**src/ifsi_pkg.sv**
```systemverilog
// Shared types and constants of the IMU FIFO frame-sync interpolator.
// No dependencies; imported by every module of the block.
`timescale 1ns / 1ps
`default_nettype none

package ifsi_pkg;

    localparam int CH_N      = 6;
    localparam int CH_IDX_W  = 3;
    localparam int SAMPLE_W  = 16;
    localparam int STAMP_W   = 16;
    localparam int F_W       = STAMP_W + 1;
    localparam int TIME_W    = 63;
    localparam int HDR_W     = 8;
    localparam int GAIN_W    = 24;
    localparam int VAL_W     = 32;
    localparam int KIND_W    = 2;

    // shared multiplier operands and product
    localparam int MUL_A_W   = 33;
    localparam int MUL_B_W   = 28;
    localparam int PROD_W    = MUL_A_W + MUL_B_W;

    // numerator a*d + f*b, its magnitude, and magnitude times gain
    localparam int NUM_W     = 34;
    localparam int MAG_W     = 32;
    localparam int DVD_W     = MAG_W + GAIN_W;
    localparam int DIV_CNT_W = $clog2(DVD_W);

    localparam int FRAC_DROP = 8;
    localparam int K_W       = 27;
    localparam logic [K_W-1:0] DEG2RAD_Q32 = 27'd74961321;

    localparam logic [CH_IDX_W-1:0] CH_GYRO_FIRST = 3'd3;
    localparam logic [CH_IDX_W-1:0] CH_LAST       = 3'd5;

    localparam logic [VAL_W-1:0] VAL_MAX = 32'h7FFF_FFFF;
    localparam logic [VAL_W-1:0] VAL_MIN = 32'h8000_0000;

    localparam logic [HDR_W-1:0] HDR_NORMAL = 8'h68;
    localparam logic [HDR_W-1:0] HDR_FSYNC  = 8'h6C;

    localparam logic [KIND_W-1:0] KIND_RAW_NORMAL = 2'd0;
    localparam logic [KIND_W-1:0] KIND_RAW_FSYNC  = 2'd1;
    localparam logic [KIND_W-1:0] KIND_FRAME      = 2'd2;

    // APB register file
    localparam int APB_ADDR_W  = 4;
    localparam int APB_DATA_W  = 32;
    localparam int REG_IDX_LSB = 2;
    localparam int REG_IDX_W   = APB_ADDR_W - REG_IDX_LSB;
    localparam logic [REG_IDX_W-1:0] REG_RAW_MODE   = 2'd0;
    localparam logic [REG_IDX_W-1:0] REG_ACCEL_GAIN = 2'd1;
    localparam logic [REG_IDX_W-1:0] REG_GYRO_GAIN  = 2'd2;
    localparam logic [REG_IDX_W-1:0] REG_PERIOD     = 2'd3;

    localparam logic [GAIN_W-1:0]  RST_ACCEL_GAIN = 24'd2048;
    localparam logic [GAIN_W-1:0]  RST_GYRO_GAIN  = 24'd512008;
    localparam logic [STAMP_W-1:0] RST_PERIOD     = 16'd5000;

    // stream payload layout
    localparam int S_TDATA_W   = 184;
    localparam int S_CAM_LSB   = 0;
    localparam int S_HDR_LSB   = S_CAM_LSB + TIME_W;
    localparam int S_SMP_LSB   = S_HDR_LSB + HDR_W;
    localparam int S_STAMP_LSB = S_SMP_LSB + CH_N * SAMPLE_W;
    localparam int M_TDATA_W   = 256;
    localparam int M_TIME_LSB  = 0;
    localparam int M_VAL_LSB   = M_TIME_LSB + TIME_W;

    typedef struct packed {
        logic                raw_mode;
        logic [GAIN_W-1:0]   accel_gain;
        logic [GAIN_W-1:0]   gyro_gain;
        logic [STAMP_W-1:0]  sample_period;
    } cfg_t;

    // sample[0..2] accel x/y/z, sample[3..5] rate x/y/z
    typedef struct packed {
        logic                          frame_start;
        logic [TIME_W-1:0]             camera_time;
        logic [HDR_W-1:0]              header;
        logic [CH_N-1:0][SAMPLE_W-1:0] sample;
        logic [STAMP_W-1:0]            stamp;
    } packet_t;

    typedef struct packed {
        logic [KIND_W-1:0]          kind;
        logic [TIME_W-1:0]          time_out;
        logic [CH_N-1:0][VAL_W-1:0] value;
    } result_t;

endpackage

`default_nettype wire

```
**src/imu_fifo_fsync_interpolator_core.sv**
```systemverilog
// IMU FIFO packet scaler and frame-sync interpolator, top level.
// Normal packets in frame mode and ignored headers give no result; raw-mode packets and FSYNC
// packets in frame mode reach m_tvalid once the six channels are worked in turn, in frame mode
// each with a pass of the bit-serial divider plus setup. No new packet is taken until the last
// result has moved to the output register; the shared multiplier and divider serve one packet
// at a time. aresetn (synchronous, low) restores register defaults and zeroes stored samples.
`timescale 1ns / 1ps
`default_nettype none

module imu_fifo_fsync_interpolator_core (
    input  logic                            aclk,
    input  logic                            aresetn,
    // input packets
    input  logic                            s_tvalid,
    output logic                            s_tready,
    // camera_time[62:0], header[70:63], accel_x/y/z[118:71], rate_x/y/z[166:119],
    // stamp_or_delta[182:167], zero pad[183]
    input  logic [ifsi_pkg::S_TDATA_W-1:0]  s_tdata,
    // frame_start
    input  logic                            s_tuser,
    // results
    output logic                            m_tvalid,
    input  logic                            m_tready,
    // time_out[62:0], out_ax/ay/az[158:63], out_gx/gy/gz[254:159], zero pad[255]
    output logic [ifsi_pkg::M_TDATA_W-1:0]  m_tdata,
    // kind
    output logic [ifsi_pkg::KIND_W-1:0]     m_tuser,
    // configuration
    input  logic                            psel,
    input  logic                            penable,
    input  logic                            pwrite,
    input  logic [ifsi_pkg::APB_ADDR_W-1:0] paddr,
    input  logic [ifsi_pkg::APB_DATA_W-1:0] pwdata,
    output logic [ifsi_pkg::APB_DATA_W-1:0] prdata,
    output logic                            pready
);
    import ifsi_pkg::*;

    cfg_t                      cfg;
    packet_t                   in_pkt;
    result_t                   res;
    result_t                   out_reg;
    logic                      m_tvalid_reg;
    logic                      res_valid;
    logic                      res_take;
    logic signed [MUL_A_W-1:0] mul_a;
    logic signed [MUL_B_W-1:0] mul_b;
    logic signed [PROD_W-1:0]  prod;
    logic                      div_start;
    logic [DVD_W-1:0]          div_dividend;
    logic [STAMP_W-1:0]        div_divisor;
    logic                      div_done;
    logic [DVD_W-1:0]          div_quot;

    // Unpack the input transfer into packet fields.
    always_comb begin
        in_pkt.frame_start = s_tuser;
        in_pkt.camera_time = s_tdata[S_CAM_LSB +: TIME_W];
        in_pkt.header      = s_tdata[S_HDR_LSB +: HDR_W];
        for (int i = 0; i < CH_N; i++) begin
            in_pkt.sample[i] = s_tdata[S_SMP_LSB + i * SAMPLE_W +: SAMPLE_W];
        end
        in_pkt.stamp = s_tdata[S_STAMP_LSB +: STAMP_W];
    end

    ifsi_cfg_regs u_cfg (
        .aclk    (aclk),
        .aresetn (aresetn),
        .psel    (psel),
        .penable (penable),
        .pwrite  (pwrite),
        .paddr   (paddr),
        .pwdata  (pwdata),
        .prdata  (prdata),
        .pready  (pready),
        .cfg     (cfg)
    );

    // One multiplier serves the numerator, the gain and the deg-to-rad steps.
    ifsi_mul u_mul (
        .aclk (aclk),
        .op_a (mul_a),
        .op_b (mul_b),
        .prod (prod)
    );

    // Division by the sample period, one quotient bit per cycle.
    ifsi_div u_div (
        .aclk     (aclk),
        .aresetn  (aresetn),
        .start    (div_start),
        .dividend (div_dividend),
        .divisor  (div_divisor),
        .done     (div_done),
        .quotient (div_quot)
    );

    ifsi_engine u_engine (
        .aclk         (aclk),
        .aresetn      (aresetn),
        .cfg          (cfg),
        .in_valid     (s_tvalid),
        .in_ready     (s_tready),
        .in_pkt       (in_pkt),
        .mul_a        (mul_a),
        .mul_b        (mul_b),
        .prod         (prod),
        .div_start    (div_start),
        .div_dividend (div_dividend),
        .div_divisor  (div_divisor),
        .div_done     (div_done),
        .div_quot     (div_quot),
        .res_valid    (res_valid),
        .res_take     (res_take),
        .res          (res)
    );

    // Output register: take a finished result whenever the slot is empty or
    // being drained this cycle, so the engine can start the next packet while a
    // result waits; hold payload while the downstream stalls.
    assign res_take = res_valid && (!m_tvalid_reg || m_tready);

    always_ff @(posedge aclk) begin
        if (!aresetn) begin
            m_tvalid_reg <= 1'b0;
        end else if (res_take) begin
            m_tvalid_reg <= 1'b1;
        end else if (m_tready) begin
            m_tvalid_reg <= 1'b0;
        end
    end

    always_ff @(posedge aclk) begin
        if (res_take) begin
            out_reg <= res;
        end
    end

    // Pack the result transfer; the top bit stays zero.
    always_comb begin
        m_tdata = '0;
        m_tdata[M_TIME_LSB +: TIME_W] = out_reg.time_out;
        for (int i = 0; i < CH_N; i++) begin
            m_tdata[M_VAL_LSB + i * VAL_W +: VAL_W] = out_reg.value[i];
        end
    end

    assign m_tvalid = m_tvalid_reg;
    assign m_tuser  = out_reg.kind;

endmodule

`default_nettype wire

```
**src/ifsi_cfg_regs.sv**
```systemverilog
// APB register file of the IMU FIFO frame-sync interpolator.
// Depends on ifsi_pkg for register indexes, reset values and cfg_t.
`timescale 1ns / 1ps
`default_nettype none

module ifsi_cfg_regs (
    input  logic                            aclk,
    input  logic                            aresetn,
    input  logic                            psel,
    input  logic                            penable,
    input  logic                            pwrite,
    input  logic [ifsi_pkg::APB_ADDR_W-1:0] paddr,
    input  logic [ifsi_pkg::APB_DATA_W-1:0] pwdata,
    output logic [ifsi_pkg::APB_DATA_W-1:0] prdata,
    output logic                            pready,
    output ifsi_pkg::cfg_t                  cfg
);
    import ifsi_pkg::*;

    logic                   raw_mode_reg;
    logic [GAIN_W-1:0]      accel_gain_reg;
    logic [GAIN_W-1:0]      gyro_gain_reg;
    logic [STAMP_W-1:0]     period_reg;
    logic                   wr_en;
    logic [REG_IDX_W-1:0]   reg_idx;

    assign pready  = 1'b1;
    assign wr_en   = psel && penable && pwrite && pready;
    assign reg_idx = paddr[APB_ADDR_W-1:REG_IDX_LSB];

    always_ff @(posedge aclk) begin
        if (!aresetn) begin
            raw_mode_reg   <= 1'b0;
            accel_gain_reg <= RST_ACCEL_GAIN;
            gyro_gain_reg  <= RST_GYRO_GAIN;
            period_reg     <= RST_PERIOD;
        end else if (wr_en) begin
            case (reg_idx)
                REG_RAW_MODE:   raw_mode_reg   <= pwdata[0];
                REG_ACCEL_GAIN: accel_gain_reg <= pwdata[GAIN_W-1:0];
                REG_GYRO_GAIN:  gyro_gain_reg  <= pwdata[GAIN_W-1:0];
                REG_PERIOD:     period_reg     <= pwdata[STAMP_W-1:0];
                default:        ;
            endcase
        end
    end

    always_comb begin
        case (reg_idx)
            REG_RAW_MODE:   prdata = {{(APB_DATA_W-1){1'b0}}, raw_mode_reg};
            REG_ACCEL_GAIN: prdata = {{(APB_DATA_W-GAIN_W){1'b0}}, accel_gain_reg};
            REG_GYRO_GAIN:  prdata = {{(APB_DATA_W-GAIN_W){1'b0}}, gyro_gain_reg};
            REG_PERIOD:     prdata = {{(APB_DATA_W-STAMP_W){1'b0}}, period_reg};
            default:        prdata = '0;
        endcase
    end

    assign cfg.raw_mode      = raw_mode_reg;
    assign cfg.accel_gain    = accel_gain_reg;
    assign cfg.gyro_gain     = gyro_gain_reg;
    assign cfg.sample_period = period_reg;

endmodule

`default_nettype wire

```
**src/ifsi_mul.sv**
```systemverilog
// Shared signed multiplier with a registered product.
// Depends on ifsi_pkg for operand and product widths.
`timescale 1ns / 1ps
`default_nettype none

module ifsi_mul (
    input  logic                                aclk,
    input  logic signed [ifsi_pkg::MUL_A_W-1:0] op_a,
    input  logic signed [ifsi_pkg::MUL_B_W-1:0] op_b,
    output logic signed [ifsi_pkg::PROD_W-1:0]  prod
);
    import ifsi_pkg::*;

    logic signed [PROD_W-1:0] prod_reg;

    always_ff @(posedge aclk) begin
        prod_reg <= op_a * op_b;
    end

    assign prod = prod_reg;

endmodule

`default_nettype wire

```
**src/ifsi_div.sv**
```systemverilog
// Bit-serial restoring divider: one quotient bit per cycle.
// Depends on ifsi_pkg for dividend, divisor and counter widths.
`timescale 1ns / 1ps
`default_nettype none

module ifsi_div (
    input  logic                          aclk,
    input  logic                          aresetn,
    input  logic                          start,
    input  logic [ifsi_pkg::DVD_W-1:0]    dividend,
    input  logic [ifsi_pkg::STAMP_W-1:0]  divisor,
    output logic                          done,
    output logic [ifsi_pkg::DVD_W-1:0]    quotient
);
    import ifsi_pkg::*;

    logic                 busy_reg;
    logic                 done_reg;
    logic [DIV_CNT_W-1:0] cnt_reg;
    logic [DVD_W-1:0]     dvd_reg;
    logic [STAMP_W-1:0]   rem_reg;
    logic [STAMP_W-1:0]   dsr_reg;
    logic [STAMP_W:0]     trial;
    logic [STAMP_W:0]     diff;
    logic                 q_bit;

    always_comb begin
        trial = {rem_reg, dvd_reg[DVD_W-1]};
        diff  = trial - {1'b0, dsr_reg};
        q_bit = (trial >= {1'b0, dsr_reg});
    end

    always_ff @(posedge aclk) begin
        if (!aresetn) begin
            busy_reg <= 1'b0;
            done_reg <= 1'b0;
            cnt_reg  <= '0;
        end else begin
            done_reg <= 1'b0;
            if (start) begin
                busy_reg <= 1'b1;
                cnt_reg  <= '0;
            end else if (busy_reg) begin
                cnt_reg <= cnt_reg + 1'b1;
                if (cnt_reg == DIV_CNT_W'(DVD_W - 1)) begin
                    busy_reg <= 1'b0;
                    done_reg <= 1'b1;
                end
            end
        end
    end

    // quotient bits shift in from the bottom as the dividend shifts out
    always_ff @(posedge aclk) begin
        if (start) begin
            dvd_reg <= dividend;
            rem_reg <= '0;
            dsr_reg <= divisor;
        end else if (busy_reg) begin
            dvd_reg <= {dvd_reg[DVD_W-2:0], q_bit};
            rem_reg <= q_bit ? diff[STAMP_W-1:0] : trial[STAMP_W-1:0];
        end
    end

    assign done     = done_reg;
    assign quotient = dvd_reg;

endmodule

`default_nettype wire

```
**src/ifsi_engine.sv**
```systemverilog
// Sequencer and datapath registers of the frame-sync interpolator.
// Depends on ifsi_pkg; drives the shared ifsi_mul and ifsi_div units.
`timescale 1ns / 1ps
`default_nettype none

module ifsi_engine (
    input  logic                                aclk,
    input  logic                                aresetn,
    input  ifsi_pkg::cfg_t                      cfg,
    input  logic                                in_valid,
    output logic                                in_ready,
    input  ifsi_pkg::packet_t                   in_pkt,
    output logic signed [ifsi_pkg::MUL_A_W-1:0] mul_a,
    output logic signed [ifsi_pkg::MUL_B_W-1:0] mul_b,
    input  logic signed [ifsi_pkg::PROD_W-1:0]  prod,
    output logic                                div_start,
    output logic [ifsi_pkg::DVD_W-1:0]          div_dividend,
    output logic [ifsi_pkg::STAMP_W-1:0]        div_divisor,
    input  logic                                div_done,
    input  logic [ifsi_pkg::DVD_W-1:0]          div_quot,
    output logic                                res_valid,
    input  logic                                res_take,
    output ifsi_pkg::result_t                   res
);
    import ifsi_pkg::*;

    localparam logic [3:0] ST_IDLE     = 4'd0;
    localparam logic [3:0] ST_MUL_AD   = 4'd1;
    localparam logic [3:0] ST_MUL_FB   = 4'd2;
    localparam logic [3:0] ST_SUM      = 4'd3;
    localparam logic [3:0] ST_MUL_GAIN = 4'd4;
    localparam logic [3:0] ST_SCALED   = 4'd5;
    localparam logic [3:0] ST_DIV      = 4'd6;
    localparam logic [3:0] ST_RAD_HI   = 4'd7;
    localparam logic [3:0] ST_RAD_LO   = 4'd8;
    localparam logic [3:0] ST_RAD_SUM  = 4'd9;
    localparam logic [3:0] ST_SAT      = 4'd10;
    localparam logic [3:0] ST_OUT      = 4'd11;

    localparam int Q_W = DVD_W - FRAC_DROP;

    logic [3:0]                    state_reg, state_next;
    logic [CH_IDX_W-1:0]           chan_reg, chan_next;
    logic [CH_N-1:0][SAMPLE_W-1:0] prev_reg, prev_next;
    logic [CH_N-1:0][SAMPLE_W-1:0] cur_reg;
    logic [STAMP_W-1:0]            stamp_reg;
    logic [TIME_W-1:0]             time_reg;
    logic [KIND_W-1:0]             kind_reg;
    logic [NUM_W-1:0]              acc_reg;
    logic [MAG_W-1:0]              mag_reg;
    logic                          neg_reg;
    logic [DVD_W-1:0]              t_reg;
    logic [CH_N-1:0][VAL_W-1:0]    work_reg;

    logic                  accept;
    logic                  is_normal;
    logic                  is_fsync;
    logic                  emit;
    logic [STAMP_W-1:0]    p_eff;
    logic [F_W-1:0]        f_val;
    logic [SAMPLE_W-1:0]   cur_sel;
    logic [SAMPLE_W-1:0]   prev_sel;
    logic                  is_gyro;
    logic                  to_rad;
    logic [GAIN_W-1:0]     gain_sel;
    logic [NUM_W-1:0]      sum;
    logic [NUM_W-1:0]      neg_sum;
    logic [Q_W-1:0]        q_val;
    logic                  q_big;
    logic [VAL_W-1:0]      sat_val;

    assign in_ready  = (state_reg == ST_IDLE);
    assign accept    = in_valid && in_ready;
    assign is_normal = (in_pkt.header == HDR_NORMAL);
    assign is_fsync  = (in_pkt.header == HDR_FSYNC);
    assign emit      = is_fsync || (cfg.raw_mode && is_normal);

    assign p_eff    = (cfg.sample_period == '0) ? STAMP_W'(1) : cfg.sample_period;
    assign f_val    = {1'b0, p_eff} - {1'b0, stamp_reg};
    assign cur_sel  = cur_reg[chan_reg];
    assign prev_sel = prev_reg[chan_reg];
    assign is_gyro  = (chan_reg >= CH_GYRO_FIRST);
    assign to_rad   = !cfg.raw_mode && is_gyro;
    assign gain_sel = is_gyro ? cfg.gyro_gain : cfg.accel_gain;

    assign sum     = acc_reg + prod[NUM_W-1:0];
    assign neg_sum = ~sum + 1'b1;

    assign q_val = t_reg[DVD_W-1:FRAC_DROP];
    assign q_big = |q_val[Q_W-1:VAL_W-1];

    always_comb begin
        if (neg_reg) begin
            sat_val = q_big ? VAL_MIN : (~q_val[VAL_W-1:0] + 1'b1);
        end else begin
            sat_val = q_big ? VAL_MAX : q_val[VAL_W-1:0];
        end
    end

    assign div_dividend = prod[DVD_W-1:0];
    assign div_divisor  = p_eff;

    always_comb begin
        state_next = state_reg;
        chan_next  = chan_reg;
        prev_next  = prev_reg;
        div_start  = 1'b0;
        res_valid  = 1'b0;
        mul_a      = '0;
        mul_b      = '0;
        case (state_reg)
            ST_IDLE: begin
                if (accept) begin
                    if (in_pkt.frame_start) begin
                        prev_next = '0;
                    end
                    if (!cfg.raw_mode && is_normal) begin
                        prev_next = in_pkt.sample;
                    end
                    if (emit) begin
                        chan_next  = '0;
                        state_next = ST_MUL_AD;
                    end
                end
            end
            // numerator n = a*d + f*b; raw mode runs s*1 + 0*0
            ST_MUL_AD: begin
                if (cfg.raw_mode) begin
                    mul_a = {{(MUL_A_W-SAMPLE_W){cur_sel[SAMPLE_W-1]}}, cur_sel};
                    mul_b = MUL_B_W'(1);
                end else begin
                    mul_a = {{(MUL_A_W-SAMPLE_W){prev_sel[SAMPLE_W-1]}}, prev_sel};
                    mul_b = {{(MUL_B_W-STAMP_W){1'b0}}, stamp_reg};
                end
                state_next = ST_MUL_FB;
            end
            ST_MUL_FB: begin
                if (!cfg.raw_mode) begin
                    mul_a = {{(MUL_A_W-F_W){f_val[F_W-1]}}, f_val};
                    mul_b = {{(MUL_B_W-SAMPLE_W){cur_sel[SAMPLE_W-1]}}, cur_sel};
                end
                state_next = ST_SUM;
            end
            ST_SUM: begin
                state_next = ST_MUL_GAIN;
            end
            ST_MUL_GAIN: begin
                mul_a      = {1'b0, mag_reg};
                mul_b      = {{(MUL_B_W-GAIN_W){1'b0}}, gain_sel};
                state_next = ST_SCALED;
            end
            ST_SCALED: begin
                if (cfg.raw_mode) begin
                    state_next = ST_SAT;
                end else begin
                    div_start  = 1'b1;
                    state_next = ST_DIV;
                end
            end
            ST_DIV: begin
                if (div_done) begin
                    state_next = to_rad ? ST_RAD_HI : ST_SAT;
                end
            end
            ST_RAD_HI: begin
                mul_a      = {{(MUL_A_W-(DVD_W-MAG_W)){1'b0}}, t_reg[DVD_W-1:MAG_W]};
                mul_b      = {{(MUL_B_W-K_W){1'b0}}, DEG2RAD_Q32};
                state_next = ST_RAD_LO;
            end
            ST_RAD_LO: begin
                mul_a      = {{(MUL_A_W-MAG_W){1'b0}}, t_reg[MAG_W-1:0]};
                mul_b      = {{(MUL_B_W-K_W){1'b0}}, DEG2RAD_Q32};
                state_next = ST_RAD_SUM;
            end
            ST_RAD_SUM: begin
                state_next = ST_SAT;
            end
            ST_SAT: begin
                if (chan_reg == CH_LAST) begin
                    state_next = ST_OUT;
                end else begin
                    chan_next  = chan_reg + 1'b1;
                    state_next = ST_MUL_AD;
                end
            end
            ST_OUT: begin
                res_valid = 1'b1;
                if (res_take) begin
                    state_next = ST_IDLE;
                end
            end
            default: begin
                state_next = ST_IDLE;
            end
        endcase
    end

    always_ff @(posedge aclk) begin
        if (!aresetn) begin
            state_reg <= ST_IDLE;
            chan_reg  <= '0;
            prev_reg  <= '0;
        end else begin
            state_reg <= state_next;
            chan_reg  <= chan_next;
            prev_reg  <= prev_next;
        end
    end

    always_ff @(posedge aclk) begin
        if (accept) begin
            cur_reg   <= in_pkt.sample;
            stamp_reg <= in_pkt.stamp;
            if (cfg.raw_mode) begin
                time_reg <= {{(TIME_W-STAMP_W){1'b0}}, in_pkt.stamp};
                kind_reg <= is_fsync ? KIND_RAW_FSYNC : KIND_RAW_NORMAL;
            end else begin
                time_reg <= in_pkt.camera_time;
                kind_reg <= KIND_FRAME;
            end
        end
        if (state_reg == ST_MUL_FB) begin
            acc_reg <= prod[NUM_W-1:0];
        end
        if (state_reg == ST_SUM) begin
            neg_reg <= sum[NUM_W-1];
            mag_reg <= sum[NUM_W-1] ? neg_sum[MAG_W-1:0] : sum[MAG_W-1:0];
        end
        if (state_reg == ST_SCALED) begin
            t_reg <= prod[DVD_W-1:0];
        end
        if (state_reg == ST_DIV && div_done) begin
            t_reg <= div_quot;
        end
        // high word times K lands first, the shifted low word product is added next
        if (state_reg == ST_RAD_LO) begin
            t_reg <= prod[DVD_W-1:0];
        end
        if (state_reg == ST_RAD_SUM) begin
            t_reg <= t_reg + {{(DVD_W-K_W){1'b0}}, prod[MAG_W +: K_W]};
        end
        if (state_reg == ST_SAT) begin
            work_reg[chan_reg] <= sat_val;
        end
    end

    assign res.kind     = kind_reg;
    assign res.time_out = time_reg;
    assign res.value    = work_reg;

endmodule

`default_nettype wire

```
**config.mk**
```make
export PLATFORM = sky130hd
export DESIGN_NAME = imu_fifo_fsync_interpolator_core
export DESIGN_NICKNAME = d
export VERILOG_FILES = /design/src/ifsi_pkg.sv /design/src/imu_fifo_fsync_interpolator_core.sv /design/src/ifsi_cfg_regs.sv /design/src/ifsi_mul.sv /design/src/ifsi_div.sv /design/src/ifsi_engine.sv
export SDC_FILE = /design/constraint.sdc
export NUM_CORES = 2
export LEC_CHECK = 0
export ABC_AREA = 1
export BUFFER_PORTS_ARGS = -buffer_cell sky130_fd_sc_hd__buf_4
export CAP_MARGIN = 10
export CORE_MARGIN = 2
export CORE_UTILIZATION = 55
export CTS_CLUSTER_SIZE = 12
export DETAILED_ROUTE_END_ITERATION = 12
export MAX_ROUTING_LAYER = met4
export PLACE_DENSITY = 0.79
export SLEW_MARGIN = 5
export SYNTH_ARGS = -nofsm -noshare
export SYNTH_HDL_FRONTEND = slang
export SYNTH_SLANG_ARGS = --single-unit
export TNS_END_PERCENT = 50
```
**constraint.sdc**
```tcl
create_clock -name aclk -period 24.6 [get_ports aclk]
set_clock_uncertainty 0.05 [all_clocks]
set_input_delay 1.23 -clock aclk [delete_from_list [all_inputs] [get_ports aclk]]
set_output_delay 1.23 -clock aclk [all_outputs]
set_load 0.05 [all_outputs]
```
==> flow_metrics.env <==
export IMPL_worstMarginPinSlew_ns=1.22
export IMPL_synth_ff_type="edfxtp_1"
export IMPL_grt_total_usage_pct=35.9
export IMPL_crit_path_start="u_engine.state_reg[0]"
export IMPL_syn_area_sq_mm=0.0803
export IMPL_hpwl_um=195000
export IMPL_antenna_found_initial=30
export IMPL_coreArea_sq_mm=0.145
export IMPL_total_power_mw=9.45
export IMPL_hold_path_class="flip-flop to flip-flop"
export IMPL_num_vias=63400
export IMPL_slowest_stage="clkinv_1"
export IMPL_drt_total_wl_um=259000
export IMPL_r2r_start="u_engine.state_reg[0]"
export IMPL_outcome="complete, no violations"
export IMPL_largest_reg_flops=255
export IMPL_setup_viol=0
export IMPL_vdd_ir_drop_worst_uv=125
export IMPL_drt_iter0_markers=7111
export IMPL_vias_per_cell=5.68
export IMPL_grt_pass1_wl_um=386000
export IMPL_num_nets_final=10600
export IMPL_cts_tree="done"
export IMPL_initial_core_util_pct=55.3
export IMPL_setup_slack_ns=13.21
export IMPL_die_area_sq_mm=0.149
export IMPL_cts_hold_buf=0
export IMPL_cp_end_kind="flip-flop"
export IMPL_port_buffers=499
export IMPL_rows=140
export IMPL_clockBufferDepth=3
export IMPL_p_leak_nw=41.9
export IMPL_cts_buffers=110
export IMPL_clkSlewWorstSetupHoldPaths_ns=0.07
export IMPL_critPathMostFrequentCell="fa_1"
export IMPL_crit_arrival_ns=11.92
export IMPL_grt_max_degree=179
export IMPL_post_cts_resize_count=0
export IMPL_gp_congestion=1.00
export IMPL_seq_area_frac_synth_pct=37.0
export IMPL_max_freq_mhz=87.8
export IMPL_drc_errors=0
export IMPL_required_ns=25.13
export IMPL_start_kind="flip-flop"
export IMPL_rsz0062_at_grt="no"
export IMPL_die_h_um=386
export IMPL_slew_headroom_pct=18.4
export IMPL_clock_latency_ns=0.77
export IMPL_p_per_area_mw_per_mm2=106
export IMPL_final_layout_size_suffix_gt1_share_pct=9.57
export IMPL_synth_seq_cells=1073
export IMPL_postSynth_asyncResetShare_pct=0
export IMPL_die_x_um=386
export IMPL_htree_num_levels=3
export IMPL_dr_pass1_iters=6
export IMPL_synthCells=8747
export IMPL_path_class="flip-flop to flip-flop"
export IMPL_maxSlewViolCount=0
export IMPL_numClockSinks=1073
export IMPL_io_pins=521
export IMPL_synth_edf_count=821
export IMPL_hold_start="u_engine.time_reg[15]"
export IMPL_finalHoldViolations=0
export IMPL_ys_types=69
export IMPL_slowest_delay_ns=1.06
export IMPL_holdPathStages=0
export IMPL_yosys_warnings=0
export IMPL_ff2ff_path_depth=30
export IMPL_syn_avg_cell_area_sq_um=9.18
export IMPL_reg2reg_setup_slack_ns=13.21
export IMPL_dp_slack_ns=13.38
export IMPL_wl_per_cell_um=23.2
export IMPL_maxCapViolCount=0
export IMPL_period_share_pct=46.3
export IMPL_antenna_left=0
export IMPL_grt_pass1_vias=64400
export IMPL_grt_overflow_total=0
export IMPL_finalSetupTns_ns=0
export IMPL_cts_setup_buffers=0
export IMPL_root_buffer="clkbuf_16"
export IMPL_period_minus_slack_ns=11.39
export IMPL_cp_max_fo=21
export IMPL_area_growth_pct=11.1
## cells in the mapped netlist, types with 4 or more instances
library cell  number  area, sq um
a21oi_1          395         1980
edfxtp_1         821        24700
nor4_1            19          119
clkbuf_1         137          514
a211oi_1           6         45.0
xnor2_1           51          447
inv_1           1708         6410
o21a_1             9         67.6
buf_6              5         56.3
inv_2             64          240
dfxtp_1          252         5040
a21o_1            19          143
a31oi_1           36          225
buf_2            156          781
nor3_1            51          255
nand4_1           61          382
o211ai_2           7         87.6
o21ai_1           21          105
o221ai_1          27          236
and3_1             7         43.8
nand2_1         1937         7270
and2_1            12         75.1
xor2_1           105          920
or2_2              6         37.5
nor2_2             8         50.1
nand2_2           13         81.3
buf_1             12         45.0
o22ai_1           18          113
buf_4             32          240
o21bai_1           9         67.6
a21boi_0          10         75.1
nor2_4             6         67.6
a221oi_1          30          263
nand3b_1          25          188
ha_1             289         3620
o211ai_1          30          225
nand3_1          171          856
nor2_1           784         2940
o31ai_1           12         90.1
a22o_1             4         35.0
o21ai_0          401         2010
fa_1             939        18800
## worst max-delay path: cells and delay by family, from the launching register on
family | cells | cell delay (ns)
adder cells (fa/ha/maj) | 9 | 4.18
buffers and inverters | 8 | 1.92
XOR/XNOR | 1 | 0.36
AND/OR/NAND/NOR | 9 | 2.77
flip-flops | 1 | 0.41
AO/OA/AOI/OAI | 3 | 1.54
## per-layer routing
metal  GRT usage [%]  wire (um)  vias up
met2            56.8     122000     3606
met4            22.0      18300        0
met3            6.91      25500      909
li1                -          -    28000
met5               -          0        -
met1            42.7      93200    30900
## metrics by stage
stage	instance area, sq um	hold WS (ns)	instances	utilization [%]
floorplan	80300	0.350	8755	-
global placement	85700	0.350	10900	59.0
detailed placement	85700	0.355	10900	59.0
CTS	89100	0.309	11100	61.4
global route	89200	0.298	11200	61.4
finish	89200	0.300	11200	61.5
## layout make-up
type,count,area [sq um]
tap,1917,2400
sequential,1073,29700
antenna,35,87.6
inverter,1776,6670
clock buffer,172,3060
fill,11800,56000
timing repair buffer,592,4470
clock inverter,31,365
multi-input combinational,5564,42500
## power by group
group	total [mW]	switching [mW]	internal (mW)	leakage [nW]
clock network	1.61	0.729	0.881	1.63
registers	2.48	0.194	2.28	9.54
logic	5.37	3.70	1.66	30.7
## cells by family (layout without fill, tap and decap cells)
| logic type | after synthesis | after routing | synth area share [%] |
|---|---|---|---|
| xor+xnor | 157 | 157 | 1.72 |
| simple gates | 3117 | 3117 | 15.6 |
| flops | 1073 | 1073 | 37.0 |
| buf+inv | 2118 | 2571 | 10.3 |
| compound gates | 1052 | 1052 | 7.40 |
| other cells | 2 | 45 | 0.00935 |
| fa+ha+maj | 1228 | 1228 | 27.9 |
## path summary, 6_finish.rpt
path                                       end
worst min register to register     m_tdata[15]
worst max-delay path            u_mul.prod[39]
worst min-delay path               m_tdata[15]
worst max register to register  u_mul.prod[39]
## layout by cell type (no fill, tap or decap), types with 35 or more instances in the layout
| cell | n |
|---|---|
| buf_4 | 590 |
| nand4_1 | 61 |
| nand3_1 | 171 |
| edfxtp_1 | 821 |
| a21oi_1 | 394 |
| fa_1 | 939 |
| inv_2 | 66 |
| xor2_1 | 105 |
| inv_1 | 1706 |
| a31oi_1 | 36 |
| ha_1 | 289 |
| diode_2 | 35 |
| nor3_1 | 47 |
| nor2_1 | 776 |
| o21ai_0 | 400 |
| clkbuf_1 | 56 |
| dfxtp_1 | 250 |
| xnor2_1 | 51 |
| clkbuf_16 | 111 |
| nand2_1 | 1934 |
(Power assumes the default switching activity.)
